[src/rtl/assert_macros.svh]
// ----------------------------------------------------------------------------
// assert_macros.svh
// Concurrent assertion shorthands shared by the RTL modules.
// ----------------------------------------------------------------------------
`ifndef ASSERT_MACROS_SVH
`define ASSERT_MACROS_SVH

// Property checked on every rising edge, off while reset is asserted.
`define ASSERT_CLK(label, clk, rst_n, prop, msg) \
	label: assert property (@(posedge clk) disable iff (!rst_n) (prop)) \
		else $error(msg);

// Implication with the consequent checked in the cycle after the antecedent.
`define ASSERT_NEXT(label, clk, rst_n, ante, cons, msg) \
	label: assert property (@(posedge clk) disable iff (!rst_n) (ante) |=> (cons)) \
		else $error(msg);

`endif

[src/rtl/sete_pkg.sv]
// ----------------------------------------------------------------------------
// sete_pkg
// Types and constants shared by the sprite entry tile expander.
// ----------------------------------------------------------------------------
package sete_pkg;

	// Stream widths
	localparam int S_DATA_W = 48;
	localparam int S_USER_W = 3;
	localparam int M_DATA_W = 48;

	// Depth of the command queue between front and back
	localparam int QUEUE_DEPTH = 4;

	// Configuration port
	localparam int APB_ADDR_W = 3;
	localparam int APB_DATA_W = 32;
	localparam logic REG_FLIP_SCREEN  = 1'b0;
	localparam logic REG_WIDE_VARIANT = 1'b1;

	// Narrow pass codes
	localparam logic [1:0] PASS_SET   = 2'd0;
	localparam logic [1:0] PASS_CLEAR = 2'd1;

	// Board geometry
	localparam logic signed [10:0] NARROW_OFFSET = 11'sd240;
	localparam logic signed [10:0] WIDE_OFFSET   = 11'sd304;
	localparam logic signed [10:0] NARROW_LIMIT  = 11'sd256;
	localparam logic signed [10:0] WIDE_LIMIT    = 11'sd320;
	localparam logic [8:0]         WIDE_WRAP_X   = 9'd320;

	typedef struct packed {
		logic flip_screen;
		logic wide_variant;
	} cfg_t;

	// One sprite, classified and ready for expansion
	typedef struct packed {
		logic [15:0] base;      // tile number with the height bits cleared
		logic [2:0]  mask;      // tile count minus one
		logic        code_up;   // entry Y flip: codes count with the step
		logic        mirror_x;
		logic        mirror_y;
		logic [4:0]  colour;
		logic [9:0]  pos_x;
		logic [9:0]  pos_y;     // position of the tile at step zero
		logic        step_up;   // tiles step down the screen
	} sprite_cmd_t;

	function automatic logic [2:0] height_mask(input logic [1:0] code);
		logic [2:0] m;
		case (code)
			2'd0: m = 3'd0;
			2'd1: m = 3'd1;
			2'd2: m = 3'd3;
			default: m = 3'd7;
		endcase
		return m;
	endfunction

endpackage

[src/rtl/sete_front.sv]
// ----------------------------------------------------------------------------
// sete_front
// Accepts sprite entries, drops hidden ones and builds expansion commands.
// ----------------------------------------------------------------------------
module sete_front (
	input  sete_pkg::cfg_t                       cfg,
	input  logic                                 s_tvalid,
	output logic                                 s_tready,
	// y_word[15:0], number_word[31:16], x_word[47:32]
	input  logic [sete_pkg::S_DATA_W-1:0]        s_tdata,
	// pass_select[1:0], frame_odd[2]
	input  logic [sete_pkg::S_USER_W-1:0]        s_tuser,
	input  logic                                 q_full,
	output logic                                 q_push,
	output sete_pkg::sprite_cmd_t                q_cmd
);
	import sete_pkg::*;

	logic [15:0]        y_word;
	logic [15:0]        number_word;
	logic [15:0]        x_word;
	logic [1:0]         pass_select;
	logic               frame_odd;
	logic               pass_ok;
	logic               off_screen;
	logic               emit;
	logic [2:0]         mask;
	logic signed [10:0] sx;
	logic signed [10:0] px;
	logic signed [10:0] py;
	logic signed [10:0] px_out;
	logic signed [10:0] py_out;

	assign y_word      = s_tdata[15:0];
	assign number_word = s_tdata[31:16];
	assign x_word      = s_tdata[47:32];
	assign pass_select = s_tuser[1:0];
	assign frame_odd   = s_tuser[2];

	always_comb begin
		if (cfg.wide_variant) begin
			pass_ok = (x_word[15:14] == pass_select);
		end else begin
			pass_ok = !((pass_select == PASS_CLEAR && x_word[14]) ||
				(pass_select == PASS_SET && !x_word[14]));
		end
	end

	// Wrap X and Y into signed range and place them on screen
	always_comb begin
		if (cfg.wide_variant) begin
			sx = (x_word[8:0] >= WIDE_WRAP_X) ? {2'b11, x_word[8:0]} : {2'b00, x_word[8:0]};
			px = WIDE_OFFSET - sx;
			off_screen = (px > WIDE_LIMIT);
		end else begin
			sx = {{2{x_word[8]}}, x_word[8:0]};
			px = NARROW_OFFSET - sx;
			off_screen = (px > NARROW_LIMIT);
		end
		py = NARROW_OFFSET - {{2{y_word[8]}}, y_word[8:0]};
		if (cfg.flip_screen) begin
			py_out = (cfg.wide_variant ? WIDE_OFFSET : NARROW_OFFSET) - py;
			px_out = NARROW_OFFSET - px;
		end else begin
			py_out = py;
			px_out = px;
		end
	end

	assign mask = height_mask(y_word[10:9]);

	assign emit = (number_word != 16'd0) && pass_ok && !(y_word[12] && frame_odd) &&
		!off_screen;

	assign s_tready = !q_full;
	assign q_push   = s_tvalid && !q_full && emit;

	always_comb begin
		q_cmd.base     = number_word & ~{13'd0, mask};
		q_cmd.mask     = mask;
		q_cmd.code_up  = y_word[14];
		q_cmd.mirror_x = y_word[13] ^ cfg.flip_screen;
		q_cmd.mirror_y = y_word[14] ^ cfg.flip_screen;
		q_cmd.colour   = cfg.wide_variant ? x_word[13:9] : {1'b0, x_word[12:9]};
		q_cmd.pos_x    = px_out[9:0];
		q_cmd.pos_y    = py_out[9:0];
		q_cmd.step_up  = cfg.flip_screen;
	end

endmodule

[src/rtl/sete_queue.sv]
// ----------------------------------------------------------------------------
// sete_queue
// Small command FIFO that decouples the front from the back (depth 2 and up).
// ----------------------------------------------------------------------------
`include "assert_macros.svh"

module sete_queue #(
	parameter int DEPTH = sete_pkg::QUEUE_DEPTH
) (
	input  logic                  clk,
	input  logic                  arst_n,
	input  logic                  push,
	input  sete_pkg::sprite_cmd_t push_cmd,
	input  logic                  pop,
	output sete_pkg::sprite_cmd_t head_cmd,
	output logic                  empty,
	output logic                  full
);
	import sete_pkg::*;

	localparam int PTR_W = $clog2(DEPTH);
	localparam int CNT_W = $clog2(DEPTH + 1);

	sprite_cmd_t        slot_q [DEPTH];
	logic [PTR_W-1:0]   wr_ptr_q;
	logic [PTR_W-1:0]   rd_ptr_q;
	logic [CNT_W-1:0]   count_q;

	assign empty    = (count_q == CNT_W'(0));
	assign full     = (count_q == CNT_W'(DEPTH));
	assign head_cmd = slot_q[rd_ptr_q];

	always_ff @(posedge clk) begin
		if (push) begin
			slot_q[wr_ptr_q] <= push_cmd;
		end
	end

	always_ff @(posedge clk or negedge arst_n) begin
		if (!arst_n) begin
			wr_ptr_q <= '0;
			rd_ptr_q <= '0;
			count_q  <= '0;
		end else begin
			if (push) begin
				wr_ptr_q <= (wr_ptr_q == PTR_W'(DEPTH - 1)) ? '0 : wr_ptr_q + PTR_W'(1);
			end
			if (pop) begin
				rd_ptr_q <= (rd_ptr_q == PTR_W'(DEPTH - 1)) ? '0 : rd_ptr_q + PTR_W'(1);
			end
			if (push && !pop) begin
				count_q <= count_q + CNT_W'(1);
			end else if (pop && !push) begin
				count_q <= count_q - CNT_W'(1);
			end
		end
	end

	`ASSERT_CLK(a_no_overflow, clk, arst_n, !(full && push && !pop), "push into full queue")
	`ASSERT_CLK(a_no_underflow, clk, arst_n, !(empty && pop), "pop from empty queue")
	`ASSERT_NEXT(a_count_up, clk, arst_n, push && !pop, count_q == $past(count_q) + CNT_W'(1), "count did not advance on push")

endmodule

[src/rtl/sete_back.sv]
// ----------------------------------------------------------------------------
// sete_back
// Expands one queued sprite command into its column of tile beats.
// ----------------------------------------------------------------------------
`include "assert_macros.svh"

module sete_back (
	input  logic                          clk,
	input  logic                          arst_n,
	input  sete_pkg::sprite_cmd_t         head_cmd,
	input  logic                          q_empty,
	output logic                          q_pop,
	output logic                          m_tvalid,
	input  logic                          m_tready,
	// tile_code[15:0], colour[20:16], mirror_x[21], mirror_y[22],
	// pos_x[32:23], pos_y[42:33], zero[47:43]
	output logic [sete_pkg::M_DATA_W-1:0] m_tdata,
	output logic                          m_tlast
);
	import sete_pkg::*;

	sprite_cmd_t cmd_q;
	logic        busy_q;
	logic [2:0]  step_q;
	logic        out_valid_q;
	logic [M_DATA_W-1:0] out_data_q;
	logic        out_last_q;

	logic        advance;
	logic [2:0]  code_offset;
	logic [9:0]  delta_y;
	logic [9:0]  tile_y;
	logic [15:0] tile_code;

	// While a sprite is being expanded, a tile moves into the output register whenever that register frees up
	assign advance = busy_q && (!out_valid_q || m_tready);
	assign q_pop   = !q_empty && (!busy_q || (advance && step_q == 3'd0));

	assign code_offset = cmd_q.code_up ? step_q : cmd_q.mask - step_q;
	assign tile_code   = cmd_q.base | {13'd0, code_offset};
	assign delta_y     = {3'd0, step_q, 4'd0};
	assign tile_y      = cmd_q.step_up ? cmd_q.pos_y + delta_y : cmd_q.pos_y - delta_y;

	always_ff @(posedge clk) begin
		if (q_pop) begin
			cmd_q <= head_cmd;
		end
		if (advance) begin
			out_data_q <= {5'd0, tile_y, cmd_q.pos_x, cmd_q.mirror_y, cmd_q.mirror_x,
				cmd_q.colour, tile_code};
			out_last_q <= (step_q == 3'd0);
		end
	end

	always_ff @(posedge clk or negedge arst_n) begin
		if (!arst_n) begin
			busy_q      <= 1'b0;
			step_q      <= 3'd0;
			out_valid_q <= 1'b0;
		end else begin
			if (q_pop) begin
				busy_q <= 1'b1;
				step_q <= head_cmd.mask;
			end else if (advance) begin
				if (step_q == 3'd0) begin
					busy_q <= 1'b0;
				end else begin
					step_q <= step_q - 3'd1;
				end
			end
			if (advance) begin
				out_valid_q <= 1'b1;
			end else if (m_tready) begin
				out_valid_q <= 1'b0;
			end
		end
	end

	assign m_tvalid = out_valid_q;
	assign m_tdata  = out_data_q;
	assign m_tlast  = out_last_q;

	`ASSERT_CLK(a_step_in_range, clk, arst_n, !busy_q || step_q <= cmd_q.mask, "tile step beyond sprite height")
	`ASSERT_NEXT(a_last_on_final, clk, arst_n, advance && step_q == 3'd0, m_tvalid && m_tlast, "final tile not marked last")

endmodule

[src/rtl/sprite_entry_tile_expander_top.sv]
// ----------------------------------------------------------------------------
// sprite_entry_tile_expander_top
// Sprite attribute entry to 16x16 tile draw command expander.
// ----------------------------------------------------------------------------
// Channel   Direction  Beat
// s_*       in         one sprite entry (three words, pass select, frame parity)
// m_*       out        one tile draw command, tlast on the final tile of a sprite
// APB       in/out     flip_screen at 0x0, wide_variant at 0x4
//
// An entry is classified in the cycle it is accepted and queued; a hidden
// entry is accepted and gives no beat. The back part emits one tile per
// cycle while m_tready is high, 1, 2, 4 or 8 per sprite, on m_*; the
// output register sets that rate. Input is taken while the command queue
// has room, independent of m_tready. Reset clears both registers to 0 and
// empties the queue; no clearing pass is needed.
// ----------------------------------------------------------------------------
module sprite_entry_tile_expander_top #(
	parameter int QUEUE_DEPTH = sete_pkg::QUEUE_DEPTH
) (
	input  logic                            clk,
	input  logic                            arst_n,
	// Configuration port
	input  logic                            psel,
	input  logic                            penable,
	input  logic                            pwrite,
	input  logic [sete_pkg::APB_ADDR_W-1:0] paddr,
	input  logic [sete_pkg::APB_DATA_W-1:0] pwdata,
	output logic [sete_pkg::APB_DATA_W-1:0] prdata,
	output logic                            pready,
	// Sprite entries
	input  logic                            s_tvalid,
	output logic                            s_tready,
	// y_word[15:0], number_word[31:16], x_word[47:32]
	input  logic [sete_pkg::S_DATA_W-1:0]   s_tdata,
	// pass_select[1:0], frame_odd[2]
	input  logic [sete_pkg::S_USER_W-1:0]   s_tuser,
	// Tile commands
	output logic                            m_tvalid,
	input  logic                            m_tready,
	// tile_code[15:0], colour[20:16], mirror_x[21], mirror_y[22],
	// pos_x[32:23], pos_y[42:33], zero[47:43]
	output logic [sete_pkg::M_DATA_W-1:0]   m_tdata,
	output logic                            m_tlast
);
	import sete_pkg::*;

	cfg_t        cfg_q;
	logic        reg_sel;
	logic        wr_en;
	logic        q_push;
	logic        q_pop;
	logic        q_empty;
	logic        q_full;
	sprite_cmd_t push_cmd;
	sprite_cmd_t head_cmd;

	assign pready  = 1'b1;
	assign reg_sel = paddr[2];
	assign wr_en   = psel && penable && pwrite;

	always_ff @(posedge clk or negedge arst_n) begin
		if (!arst_n) begin
			cfg_q <= '0;
		end else if (wr_en) begin
			case (reg_sel)
				REG_FLIP_SCREEN:  cfg_q.flip_screen  <= pwdata[0];
				REG_WIDE_VARIANT: cfg_q.wide_variant <= pwdata[0];
				default: ;
			endcase
		end
	end

	always_comb begin
		case (reg_sel)
			REG_FLIP_SCREEN:  prdata = {31'd0, cfg_q.flip_screen};
			REG_WIDE_VARIANT: prdata = {31'd0, cfg_q.wide_variant};
			default:          prdata = '0;
		endcase
	end

	sete_front u_front (
		.cfg      (cfg_q),
		.s_tvalid (s_tvalid),
		.s_tready (s_tready),
		.s_tdata  (s_tdata),
		.s_tuser  (s_tuser),
		.q_full   (q_full),
		.q_push   (q_push),
		.q_cmd    (push_cmd)
	);

	sete_queue #(
		.DEPTH (QUEUE_DEPTH)
	) u_queue (
		.clk      (clk),
		.arst_n   (arst_n),
		.push     (q_push),
		.push_cmd (push_cmd),
		.pop      (q_pop),
		.head_cmd (head_cmd),
		.empty    (q_empty),
		.full     (q_full)
	);

	sete_back u_back (
		.clk      (clk),
		.arst_n   (arst_n),
		.head_cmd (head_cmd),
		.q_empty  (q_empty),
		.q_pop    (q_pop),
		.m_tvalid (m_tvalid),
		.m_tready (m_tready),
		.m_tdata  (m_tdata),
		.m_tlast  (m_tlast)
	);

endmodule

[config.mk]
export PLATFORM = sky130hd
export DESIGN_NAME = sprite_entry_tile_expander_top
export DESIGN_NICKNAME = d
export VERILOG_FILES = /design/src/rtl/sete_pkg.sv /design/src/rtl/sete_front.sv /design/src/rtl/sete_queue.sv /design/src/rtl/sete_back.sv /design/src/rtl/sprite_entry_tile_expander_top.sv
export VERILOG_INCLUDE_DIRS = /design/src /design/src/rtl
export SDC_FILE = /design/constraint.sdc
export NUM_CORES = 1
export LEC_CHECK = 0
export ABC_AREA = 1
export BUFFER_PORTS_ARGS = -buffer_cell sky130_fd_sc_hd__buf_2
export CAP_MARGIN = 20
export CORE_UTILIZATION = 45
export DETAILED_ROUTE_END_ITERATION = 16
export PLACE_DENSITY = 0.61
export SETUP_SLACK_MARGIN = 0.5
export SYNTH_ARGS = -nofsm -noshare
export SYNTH_HDL_FRONTEND = slang
export SYNTH_SLANG_ARGS = --single-unit
[constraint.sdc]
create_clock -name clk -period 4.7 [get_ports clk]
set_input_delay 0.94 -clock clk [delete_from_list [all_inputs] [get_ports clk]]
set_output_delay 0.94 -clock clk [all_outputs]
set_load 0.05 [all_outputs]
# ---- Word-level counts from Yosys, hierarchy flattened
# Memory sizes are Yosys's and may differ from the RTL's.
# Index checks and enable logic that the tools add are counted.
# Widths: inputs -> output; s select.
dict set report word_totals {
  regBits 106
  latchBits 0
  ramBits 192
  rom_bits 0
  output_inout_bits 84
  word_cells 117
  memories 1
}
dict set report op_classes {
  addsub 13
  n_mul 0
  n_div 0
  n_lt_le_gt_ge 3
  eq_ne 8
  shift 0
  muxes 26
  bitwise_logic 6
  reduce_logical 41
}
# name depth word_bits read_ports rd_ports_with_merged_regs write_ports line_no
set memory_table {}
lappend memory_table {u_queue.slot_q 4 48 1 0 1 sete_queue.sv:24} ;# sprite_cmd_t slot_q [DEPTH];
# op count
set ops {}
lappend ops {{$pmux 32 s2} 1}
lappend ops {{$mux 10} 4}
lappend ops {{$sub 9x9->10 const A} 2}
lappend ops {{$mux 3} 6}
lappend ops {{$and 16x16->16} 1}
lappend ops {{$not 3->16} 1}
lappend ops {{$or 16x3->16} 1}
lappend ops {{$reduce_bool 16->1} 1}
lappend ops {{$logic_and 1x1->1} 15}
lappend ops {{$gt 11x10->1 const B} 1}
lappend ops {{$mux 11} 1}
lappend ops {{$sub 10x11->11 const A} 1}
lappend ops {{$add 10x7->10} 1}
lappend ops {{$gt 10x10->1 const B} 1}
lappend ops {{$logic_not 1->1} 10}
lappend ops {{$sub 10x10->10} 1}
lappend ops {{$sub 10x7->10} 1}
lappend ops {{$sub 9x10->10 const A} 1}
lappend ops {{$ge 9x9->1 const B} 1}
lappend ops {{$mux 1} 9}
lappend ops {{$mux 9} 1}
lappend ops {{$pmux 3 s3} 1}
lappend ops {{$reduce_and 2->1} 4}
lappend ops {{$reduce_bool 2->1} 4}
lappend ops {{other kinds (16)} 27}

# ---- Longest topological paths before layout
# Gate-level depths: netlist of run 1.
dict set report logic_depth {
  ltp_word 13
  mapped_depth 20
  ltp_nobuf 20
}

# ---- Hierarchy
# Synthesis of run 1 repeated with hierarchy kept, for this count alone.
dict set report hier_totals {
  hier_cells 1138
  hier_area_um2 13355.3
}
# mod instances cells_each area_each_um2 seq_area_each_um2
set by_module_without_submodules {}
lappend by_module_without_submodules {sete_queue 1 611 8096.5 5940.7}
lappend by_module_without_submodules {sete_back 1 210 3494.6 2887.8}
lappend by_module_without_submodules {sete_front 1 266 1400.1 0.0}
lappend by_module_without_submodules {sprite_entry_tile_expander_top 1 51 364.1 50.0}

# ---- Least setup slack after synthesis of run 1
# No wires, ideal clock.
dict set report synth_path {
  path_kind {input port to flip-flop}
  startpoint {in s_tdata[32] (netlist name)}
  endpoint {mem u_queue.slot_q[0][0] (netlist name), enable pin}
  arrival_time_ps 3417
  path_slack_ps 868
  cell_stages 9
  n_path_buf 0
  path_cell_list {inv_1 -> ha_1 -> nand2_2 -> nand2_2 -> xor2_2 -> nand4_2 -> a21oi_4 -> nand2_4 -> nor2_2}
}
dict set report synth_between {
  elab_chain_len 10
  elab_cells_between_ends 12
  classes_between {add/sub (2); order compare (3); mux (4); reduce/logical (3)}
}
# element line_no
set synth_lines {}
lappend synth_lines {{start: declaration} sprite_entry_tile_expander_top.sv:34} ;# input logic [sete_pkg::S_DATA_W-1:0] s_tdata,
lappend synth_lines {{$ge 9x9->1} sete_front.sv:52} ;# sx = (x_word[8:0] >= WIDE_WRAP_X) ? {2'b11, x_word[8:0]} : {2'b00, x_word[8:0]};
lappend synth_lines {{$mux 11} sete_front.sv:52}
lappend synth_lines {{$sub 10x11->11} sete_front.sv:53} ;# px = WIDE_OFFSET - sx;
lappend synth_lines {{$gt 11x10->1} sete_front.sv:54} ;# off_screen = (px > WIDE_LIMIT);
lappend synth_lines {{$mux 1 *} sete_front.sv:51} ;# if (cfg.wide_variant) begin
lappend synth_lines {{$logic_not 1->1 *} sete_front.sv:73} ;# !off_screen;
lappend synth_lines {{$logic_and 1x1->1 *} sete_front.sv:72} ;# assign emit = (number_word != 16'd0) && pass_ok && !(y_word[12] && frame_odd) &&
lappend synth_lines {{$logic_and 1x1->1 *} sete_front.sv:76} ;# assign q_push = s_tvalid && !q_full && emit;
lappend synth_lines {{$mux 1 *} sete_queue.sv:34} ;# if (push) begin
lappend synth_lines {{$mux 1 (implied by the code) *} sete_queue.sv:35} ;# slot_q[wr_ptr_q] <= push_cmd;
lappend synth_lines {{end: declaration} sete_queue.sv:24}
# Mark *: on every way between the ends. The rest lies on a longest branch, timed or not.

# ---- Worst setup path after layout of run 1
dict set report layout_path {
  startpoint {reg cfg_q[1] (netlist name)}
  endpoint {out prdata[0] (netlist name)}
}
dict set report layout_between {
  elab_chain_len 1
}
# element line_no
set layout_lines {}
lappend layout_lines {{start: declaration} sprite_entry_tile_expander_top.sv:47} ;# cfg_t cfg_q;
lappend layout_lines {{$pmux 32 s2} sprite_entry_tile_expander_top.sv:74} ;# case (reg_sel)
lappend layout_lines {{end: declaration} sprite_entry_tile_expander_top.sv:28} ;# output logic [sete_pkg::APB_DATA_W-1:0] prdata,
# Every way passes these cells. The select of a mux whose other input is x is not followed.

==> flow_summary.json, run 1 <==
{
  "start_util": 0.4578,
  "syn_avg_cell_area_um2": 13.07,
  "r2r_start": "u_back.step_q[0]",
  "endpoint": "prdata[0]",
  "path_cells": "inv_1 -> o21ai_0 -> buf_2",
  "ys_warn_count": 0,
  "place.gp.congestion": 0.7817,
  "cpPeakStageDelay_ns": 0.86,
  "place_hpwl_mm": 13.69,
  "relSlewSlack": 0.3349,
  "cp_max_fo": 21,
  "worstRegToRegCells": 12,
  "hold_viol": 0,
  "cp-start-kind": "flop",
  "clock-root-buffer": "clkbuf_16",
  "num_io_pins": 177,
  "rows": 60,
  "p_leak_uw": 0.005250,
  "critical_path_class": "flop to output pin",
  "critPathRequiredTime_ns": 3.76,
  "die_x_um": 167.6,
  "path_clk_slew_ns": 0.06,
  "core_area_mm2": 0.02695,
  "synth.yosys.seq_area_share": 0.7195,
  "tightest_slew_ns": 0.9976,
  "cp.arrival_ns": 2.40,
  "cts_num_sinks": 298,
  "port_buffers": 104,
  "grt_max_degree": 99,
  "vias": 7169,
  "reg2reg_slack_ns": 2.02,
  "final_area_mm2": 0.01413,
  "hold_buffers": 0,
  "grt_pass1_wl_mm": 36.47,
  "skew_ns": 0.01232,
  "antennaDiodeCount": 0,
  "postRouteWirelength_mm": 23.26,
  "power.density_mw_per_mm2": 646.4,
  "r2r_end": "u_queue.count_q[2]",
  "firstDrtPassIters": 5,
  "finalCriticalPeriod_ns": 3.337,
  "area_delta_synth_final_pct": 14.50,
  "gr-usage-all-layers": 0.1671,
  "ir_worst_vdd_mv": 0.3518,
  "finalCritPeriodShare": 0.7101,
  "die_h_um": 167.6,
  "cts_resized": 0,
  "fin_nets": 1171,
  "syn_inst": 944,
  "grt_pass1_vias": 6857,
  "cts_buffers": 30,
  "startpoint": "cfg_q[1]",
  "slew_violations": 0,
  "drc": 0,
  "setup_viol": 0,
  "status": "finished clean",
  "detailed_place.area_mm2": 0.01315,
  "cap_violations": 0,
  "post-cts-setup-buffers": 0,
  "cts_tree": "built",
  "drive_above_1_share": 0.1792,
  "vias_per_cell": 5.056,
  "fmax_mhz": 299.6,
  "h-tree-depth": 1,
  "synth_top_area_cell": "edfxtp_1",
  "synth_seq_cells": 298,
  "hold_path.class": "input port to async pin",
  "grt_overflow": 0,
  "setup_tns_ns": 0,
  "clock_path_buffers": 3,
  "drtAntennaViolNets": 0,
  "ys_types": 42,
  "syn_area_mm2": 0.01234,
  "cp-end-kind": "output pin",
  "drt_iter0_markers": 492,
  "worstSkewPairLatency_ns": 0.55,
  "wl_per_cell_um": 16.40,
  "synth_top_area_frac": 0.6911,
  "rsz0062_at_grt": "no",
  "slowest_stage": "dfrtp_1",
  "synth_area_leaders": "edfxtp_1, o21ai_0, nor2_1",
  "antenna_found_initial": 0,
  "dieArea_mm2": 0.02809
}
## power breakdown
part           leakage, uW  switching, uW  internal, uW
Sequential         0.00278            205          3770
Clock             0.000482            964          1390
Combinational      0.00199           2080           729
## how the worst min path moves through the flow
stage / to / slack, ns / depth (start not counted)
final: u_queue.rd_ptr_q[1] / 0.33 / 1
after CTS: cfg_q[0] / 0.33 / 1
after global routing: cfg_q[0] / 0.33 / 1
after floorplan: u_back.m_tdata[10] / 0.40 / 0
after detailed placement: u_back.m_tdata[35] / 0.40 / 0
after global placement: u_back.m_tdata[17] / 0.40 / 0
## worst max-delay path: cells and delay by family, from the launching register on
kind	cells	cell delay (ns)
AO/OA/AOI/OAI	1	0.27
flip-flops	1	0.86
buffers and inverters	2	0.73
## routing by layer
metal	GRT usage	routed length [um]
met1	0.2201	10360
met2	0.2922	11450
met3	0.02269	1040
met4	0.04188	400
met5	0	0
## cell usage in the layout (no fill, tap or decap), types with 4 or more instances in the layout
master | netlist | final
o22ai_1 | 48 | 48
nor3_1 | 8 | 8
or2_2 | 4 | 4
o21ai_0 | 112 | 112
edfxtp_1 | 284 | 284
conb_1 | 2 | 37
nand3_1 | 23 | 23
nand3b_1 | 4 | 4
nand2_1 | 82 | 82
xnor2_1 | 9 | 9
clkinv_1 | 0 | 6
nand2_2 | 5 | 5
clkinv_2 | 0 | 9
buf_4 | 38 | 10
nor2_1 | 120 | 119
buf_2 | 1 | 104
xor2_1 | 20 | 20
inv_1 | 57 | 56
dfrtp_1 | 14 | 13
a21oi_1 | 17 | 17
clkbuf_16 | 0 | 30
bufinv_16 | 0 | 4
ha_1 | 21 | 21
nor2_2 | 10 | 5
nor2_4 | 0 | 6
## state kept, by name, summed over array words and instances, names as in the netlist
register	count
u_back.step_q	3
u_back.m_tlast	1
u_queue.slot_q	192
u_back.m_tdata	43
u_queue.count_q	3
u_back.cmd_q	48
u_queue.wr_ptr_q	2
cfg_q	2
u_queue.rd_ptr_q	2
u_back.busy_q	1
u_back.m_tvalid	1
## Yosys cell counts
cell type,number
a211oi_1,2
a21oi_1,17
a21oi_4,1
a31oi_1,3
and2_1,1
and3_1,1
buf_1,1
buf_2,1
buf_4,38
clkbuf_1,32
clkbuf_2,1
conb_1,2
dfrtp_1,14
edfxtp_1,284
fa_1,3
ha_1,21
inv_1,57
inv_2,1
mux2_2,1
nand2_1,82
nand2_2,5
nand2_4,1
nand3_1,23
nand3_2,2
nand3b_1,4
nand4_1,3
nand4_2,1
nor2_1,120
nor2_2,10
nor3_1,8
nor4_1,2
o211ai_1,1
o21a_1,1
o21ai_0,112
o21ai_1,2
o21bai_1,1
o221ai_1,2
o22ai_1,48
or2_2,4
xnor2_1,9
xor2_1,20
xor2_2,2
## layout make-up
cell class,instances,area (um2)
inverters,58,217.7
clock inverters,22,219.0
fillers,2281,12820
well taps,341,426.7
flip-flops and latches,298,8880
clock buffers,33,762.0
repair buffers,116,635.6
multi-input cells,550,2988
## kinds of logic (layout without fill, tap and decap cells)
family,count (synthesis),after routing,share of synthesized area
other,2,37,0.0006086
muxes,1,1,0.0009125
AOI/OAI and AO/OA,190,190,0.08477
DFF,298,298,0.7195
xor gates and xnor gates,31,31,0.02322
and+or+nand+nor,267,267,0.09319
adders and majority gates,24,24,0.02616
buffers and inverters,131,229,0.05161
## stage by stage
step | worst slack, ns | total power [uW] | utilization | cells | hold slack [ns]
after floorplan | 0.8681 | 6090 | - | 979 | 0.4003
after global placement | 1.062 | 6820 | 0.4878 | 1363 | 0.4013
after detailed placement | 1.026 | 6874 | 0.4878 | 1363 | 0.4045
after CTS | 1.327 | 9223 | 0.5242 | 1418 | 0.3269
after global routing | 1.156 | 9622 | 0.5242 | 1418 | 0.3266
final | 1.363 | 9132 | 0.5242 | 1418 | 0.3271
No activity file was read; power rests on OpenSTA's default activity.
==> inputs of run 2 (changes only) <==
==> constraint.sdc (replaced) <==
create_clock -name clk -period 3.2 [get_ports clk]
set_input_delay 0.64 -clock clk [delete_from_list [all_inputs] [get_ports clk]]
set_output_delay 0.64 -clock clk [all_outputs]
set_load 0.05 [all_outputs]
==> run 2 against run 1 <==
Net effect:
- final area rose by 0.99%
- clock power rose by 44%
- die area did not move
- critical path depth rose by 9
- cell count rose by 0.78%
- non-clock buffer count rose by 9
- power rose by 47%
- routed wire length rose by 1.6%
- register-to-register slack got worse by 1.4 ns
- sequential cell count did not move
- largest cell class unchanged
- largest power group unchanged
- highest routed layer unchanged
==> flow_summary.json, run 2 (synthesis gave the netlist of run 1 again) <==
{
  "finalCriticalPeriod_ns": 2.534,
  "grt_pass1_wl_mm": 37.30,
  "use_met2": 0.2902,
  "dieArea_mm2": 0.02809,
  "cts_num_sinks": 298,
  "drtAntennaViolNets": 0,
  "cts_tree": "built",
  "fin_cells": 1429,
  "reg2reg_slack_ns": 0.67,
  "worstRegToRegCells": 12,
  "grt_use_met1": 0.2322,
  "rows": 60,
  "place.gp.congestion": 0.7722,
  "port_buffers": 104,
  "num_io_pins": 177,
  "cts_buffers": 30,
  "cp-start-kind": "flop",
  "vias": 7236,
  "pwr-share-clk": 0.252,
  "post-cts-setup-buffers": 0,
  "vias_per_cell": 5.064,
  "r2r_start": "u_back.step_q[0]",
  "critical_path_class": "flop to flop",
  "final_common_cell": "edfxtp_1",
  "clock-root-buffer": "clkbuf_16",
  "finalCritPeriodShare": 0.7919,
  "dp_cells": 1372,
  "antenna_found_initial": 1,
  "slew_violations": 0,
  "cp.arrival_ns": 2.96,
  "hold_viol": 0,
  "h-tree-depth": 1,
  "clock_path_buffers": 3,
  "drt_iter0_markers": 550,
  "postRouteWirelength_mm": 23.63,
  "drc": 0,
  "path_clk_slew_ns": 0.06,
  "cap_violations": 0,
  "setup_tns_ns": 0,
  "grt_overflow": 0,
  "pwr-share-seq": 0.432,
  "tightest_slew_ns": 0.9962,
  "die_h_um": 167.6,
  "combPwrFrac": 0.316,
  "hold_path.class": "input port to async pin",
  "fmax_mhz": 394.6,
  "swShare": 0.3599,
  "relSlewSlack": 0.3359,
  "layout_common_cells": "edfxtp_1, nor2_1, o21ai_0",
  "start_util": 0.4578,
  "worstSkewPairLatency_ns": 0.55,
  "gr-usage-all-layers": 0.1711,
  "switchingPower_uw": 4844,
  "cp-end-kind": "flop",
  "die_x_um": 167.6,
  "ir_worst_vdd_mv": 0.5253,
  "area_delta_synth_final_pct": 15.64,
  "critPathRequiredTime_ns": 3.63,
  "setup_viol": 0,
  "p_int_uw": 8616,
  "grt_pass1_vias": 6858,
  "skew_ns": 0.01494,
  "wl_per_cell_um": 16.54,
  "place_hpwl_mm": 14.33,
  "largest_register": "u_queue.slot_q",
  "firstDrtPassIters": 4,
  "top_usage_layer": "met2",
  "power.density_mw_per_mm2": 943.3,
  "fin_nets": 1180,
  "met3_usage": 0.02434,
  "rsz0062_at_grt": "yes",
  "drive_above_1_share": 0.1895,
  "finalCoreUtilization": 0.5294,
  "core_area_mm2": 0.02695,
  "status": "finished clean",
  "r2r_end": "u_queue.count_q[2]",
  "p_leak_uw": 0.005299,
  "grt_max_degree": 99,
  "largest_reg_flops": 192,
  "p_total_uw": 13460,
  "cp_max_fo": 5
}
[run 2: area by class of cell]
| cell class | count | area, um2 |
|---|---|---|
| multi-input combinational | 550 | 3035 |
| antenna | 1 | 2.502 |
| inverter | 58 | 221.5 |
| fill | 2274 | 12680 |
| timing repair buffer | 125 | 730.7 |
| sequential | 298 | 8880 |
| clock buffer | 34 | 765.7 |
| clock inverter | 22 | 206.4 |
| tap | 341 | 426.7 |
[run 2: critical path, stage by stage (launching register included)]
cell,delay (ns)
dfrtp_1,0.45
inv_1,0.11
ha_1,0.21
ha_1,0.24
a21oi_1,0.31
nor2_4,0.05
inv_1,0.10
ha_1,0.14
inv_1,0.06
fa_1,0.37
a21oi_1,0.14
o21ai_0,0.11
xor2_1,0.15
[run 2: per-layer routing]
layer  up-vias  share of wire  wire (um)
met5         -              0          0
met4         0          0.015        355
met3        29          0.056       1314
met2       221           0.48      11450
met1      3434           0.44      10510
li1       3552              -          -
[run 2: worst max path at each step]
stage                     cells after the start                 end             start  slack (ns)
after global routing                         21  u_queue.count_q[2]       s_tdata[32]        0.49
final                                        12  u_queue.count_q[2]  u_back.step_q[0]        0.67
after global placement                       20  u_queue.count_q[2]       s_tdata[32]        0.09
after detailed placement                     17  u_queue.count_q[2]       s_tdata[32]        0.07
after floorplan                              10  u_queue.count_q[1]  u_back.step_q[1]        0.22
after CTS                                    17  u_queue.count_q[2]       s_tdata[32]        0.66
[run 2: per-stage QoR]
step / hold WS [ns] / setup WS (ns) / area, um2
floorplan: 0.3444 / 0.2226 / 12520
global placement: 0.4008 / 0.09494 / 13270
detailed placement: 0.4045 / 0.07239 / 13270
CTS: 0.02721 / 0.6558 / 14240
global route: 0.04019 / 0.4883 / 14270
finish: 0.03317 / 0.6661 / 14270
[run 2: power groups by stage]
stage	logic [uW]	clock network, uW	registers, uW
6_report	4250	3390	5820
5_1_grt	4680	3620	5900
4_1_cts	4300	3470	5830
3_5_place_dp	4300	0	5900
3_3_place_gp	4220	0	5880
2_1_floorplan	2300	0	6660
[run 2: timing repair]
item | CTS | global route
gates resized for setup | 0 | 6
endpoints found under the hold margin | 0 | 0
hold buffers | 0 | 0
setup endpoints to repair | 0 | 1
==> inputs of run 3 (changes only) <==
--- a/config.mk
+++ b/config.mk
@@ -6,7 +6,7 @@
 export SDC_FILE = /design/constraint.sdc
 export NUM_CORES = 1
 export LEC_CHECK = 0
-export ABC_AREA = 1
+export ABC_AREA = 0
 export BUFFER_PORTS_ARGS = -buffer_cell sky130_fd_sc_hd__buf_2
 export CAP_MARGIN = 20
 export CORE_UTILIZATION = 45
==> constraint.sdc (replaced) <==
create_clock -name clk -period 2.6 [get_ports clk]
set_input_delay 0.52 -clock clk [delete_from_list [all_inputs] [get_ports clk]]
set_output_delay 0.52 -clock clk [all_outputs]
set_load 0.05 [all_outputs]
==> run 3 against run 2 <==
Net effect:
- the flow now finishes with violations (negative setup slack)
- global-route usage rose by 0.20 points
- die area about the same
- clock power grew 23%
- sequential share of layout area down 6.2 points
- critical endpoint is now u_queue.slot_q[1][34]
- largest cell class unchanged
- largest power group unchanged
==> flow_summary.json, run 3 <==
{
  "drive_above_1_share": 0.4283,
  "async_flop_share": 0.04698,
  "cts_buffers": 29,
  "synth_seq_cells": 298,
  "cp-start-kind": "input port",
  "final_common_cell": "edfxtp_1",
  "tightest_slew_ns": 0.7275,
  "synth_area_leaders": "edfxtp_1, mux4_2, dfrtp_1",
  "clock_path_buffers": 3,
  "wl_per_cell_um": 19.12,
  "cap_violations": 0,
  "vias_per_cell": 5.196,
  "dp_cells": 1213,
  "place.gp.congestion": 0.8236,
  "power.density_mw_per_mm2": 965.3,
  "rows": 60,
  "synth_top_area_cell": "edfxtp_1",
  "fin_nets": 1057,
  "finalCritPeriodShare": 1.148,
  "synth.yosys.seq_area_share": 0.7191,
  "drc": 0,
  "cp.arrival_ns": 3.23,
  "setup_viol": 196,
  "multiInputGateArea_mm2": 0.003545,
  "p_total_uw": 15320,
  "synth_most_common_cell": "edfxtp_1",
  "cts_num_sinks": 298,
  "path_clk_slew_ns": 0.06,
  "syn_avg_cell_area_um2": 17.71,
  "finalCriticalPeriod_ns": 2.985,
  "setup_tns_ns": -65.57,
  "setup_slack_ns": -0.3854,
  "core_area_mm2": 0.02695,
  "area_delta_synth_final_pct": 28.53,
  "grt_overflow": 0,
  "drtAntennaViolNets": 0,
  "ir_worst_vdd_mv": 0.5680,
  "synthFlopType": "edfxtp_1",
  "layout_common_cells": "edfxtp_1, buf_2, buf_4",
  "grt_max_degree": 56,
  "ys_warn_count": 0,
  "ys_types": 62,
  "num_io_pins": 177,
  "violations": "negative setup slack",
  "ff_latch_area_mm2": 0.008890,
  "cp-end-kind": "flop",
  "clock-root-buffer": "clkbuf_16",
  "fmax_mhz": 335.0,
  "nFillCells": 2003,
  "worstSkewPairLatency_ns": 0.54,
  "die_x_um": 167.6,
  "start_util": 0.4581,
  "finalCoreUtilization": 0.5888,
  "cts_tree": "built",
  "hold_viol": 0,
  "largest_register": "u_queue.slot_q",
  "antennaDiodeCount": 0,
  "rsz0062_at_grt": "yes",
  "synth_top_area_frac": 0.6907,
  "syn_inst": 697,
  "skew_ns": 0.01405,
  "gr-usage-all-layers": 0.1730,
  "slew_violations": 0,
  "largest_reg_flops": 192,
  "vias": 6771,
  "cp_max_fo": 9,
  "postRouteWirelength_mm": 24.91,
  "grt_pass1_vias": 6944,
  "dieArea_mm2": 0.02810,
  "synth_enable_flop_cells": 284,
  "syn_area_mm2": 0.01235,
  "status": "complete, but fails checks",
  "h-tree-depth": 1,
  "hold_path.class": "input port to flop",
  "critical_path_class": "input port to flop",
  "relSlewSlack": 0.5082,
  "critPathRequiredTime_ns": 2.85,
  "grt_pass1_wl_mm": 37.65,
  "antenna_found_initial": 0,
  "p_leak_uw": 0.005774,
  "drt_iter0_markers": 417,
  "die_h_um": 167.6,
  "firstDrtPassIters": 5,
  "port_buffers": 104,
  "synth_common_cells": "edfxtp_1, mux4_2, buf_4, nor2_1",
  "pre_cts_ws_ns": -0.9873,
  "fin_cells": 1303,
  "place_hpwl_mm": 16.11
}
[run 3: metrics by stage]
step / instance area, um2 / hold slack [ns]
final: 15870 / 0.2018
after global placement: 14160 / 0.4016
after detailed placement: 14160 / 0.4045
after floorplan: 12750 / 0.2244
after global routing: 15870 / 0.1895
after CTS: 15320 / 0.1813
[run 3: routing by layer]
| layer | up-vias | track usage | share of wire |
|---|---|---|---|
| li1 | 3136 | - | - |
| met2 | 202 | 0.3121 | 0.52 |
| met5 | - | 0 | 0 |
| met3 | 30 | 0.02316 | 0.041 |
| met1 | 3403 | 0.2220 | 0.42 |
| met4 | 0 | 0.03869 | 0.017 |
[run 3: worst max-delay path, cell delays in order]
cell,delay (ns)
buf_8,0.10
clkinvlp_4,0.07
ha_4,0.12
or3b_4,0.38
or4_4,0.50
o22a_1,0.22
a21o_1,0.18
a221oi_4,0.34
buf_4,0.18
buf_6,0.11
and2_4,0.27
clkbuf_16,0.21
[run 3: cell type report]
type	count	share of cell area
Clock buffer	33	0.04668
Clock inverter	20	0.01332
Inverter	22	0.006544
Multi-Input combinational cell	352	0.2234
Sequential cell	298	0.5602
Tap cell	341	0.02689
Timing Repair Buffer	237	0.1230
[run 3: logic make-up after synthesis]
kind of cell	after synthesis	share of synthesized area
xor gates and xnor gates	37	0.02625
muxes	62	0.1004
DFF	298	0.7191
adders and majority gates	24	0.02615
and+or+nand+nor	127	0.05462
AOI/OAI and AO/OA	65	0.03588
other	2	0.0006083
buffers and inverters	82	0.03699
[run 3: worst paths after layout]
path                                   from                    end  slack, ns  depth (start not counted)
hold reg to reg            u_back.cmd_q[20]     u_back.m_tdata[32]       0.42                          0
setup / recovery                s_tdata[32]  u_queue.slot_q[1][34]      -0.39                         12
max in group asynchronous            arst_n    u_queue.rd_ptr_q[0]       1.78                          2
hold / removal                  s_tdata[41]  u_queue.slot_q[1][21]       0.20                          1
setup reg to reg                   cfg_q[0]  u_queue.slot_q[1][34]       0.19                         10
min in group asynchronous            arst_n     u_queue.count_q[0]       0.47                          2
[run 3: repair_timing]
action	4_1_cts	5_1_grt
gates resized for setup	22	46
endpoints found under the hold margin	14	0
buffers inserted	11	13
endpoints found under the setup margin	228	242
hold buffers	1	0
pin swaps	9	26
gates cloned	1	11
[run 3: where the power goes]
group	switching (uW)	internal (uW)
clock network	1720	2450
logic	2400	2100
registers	424	6230
total	4550	10800
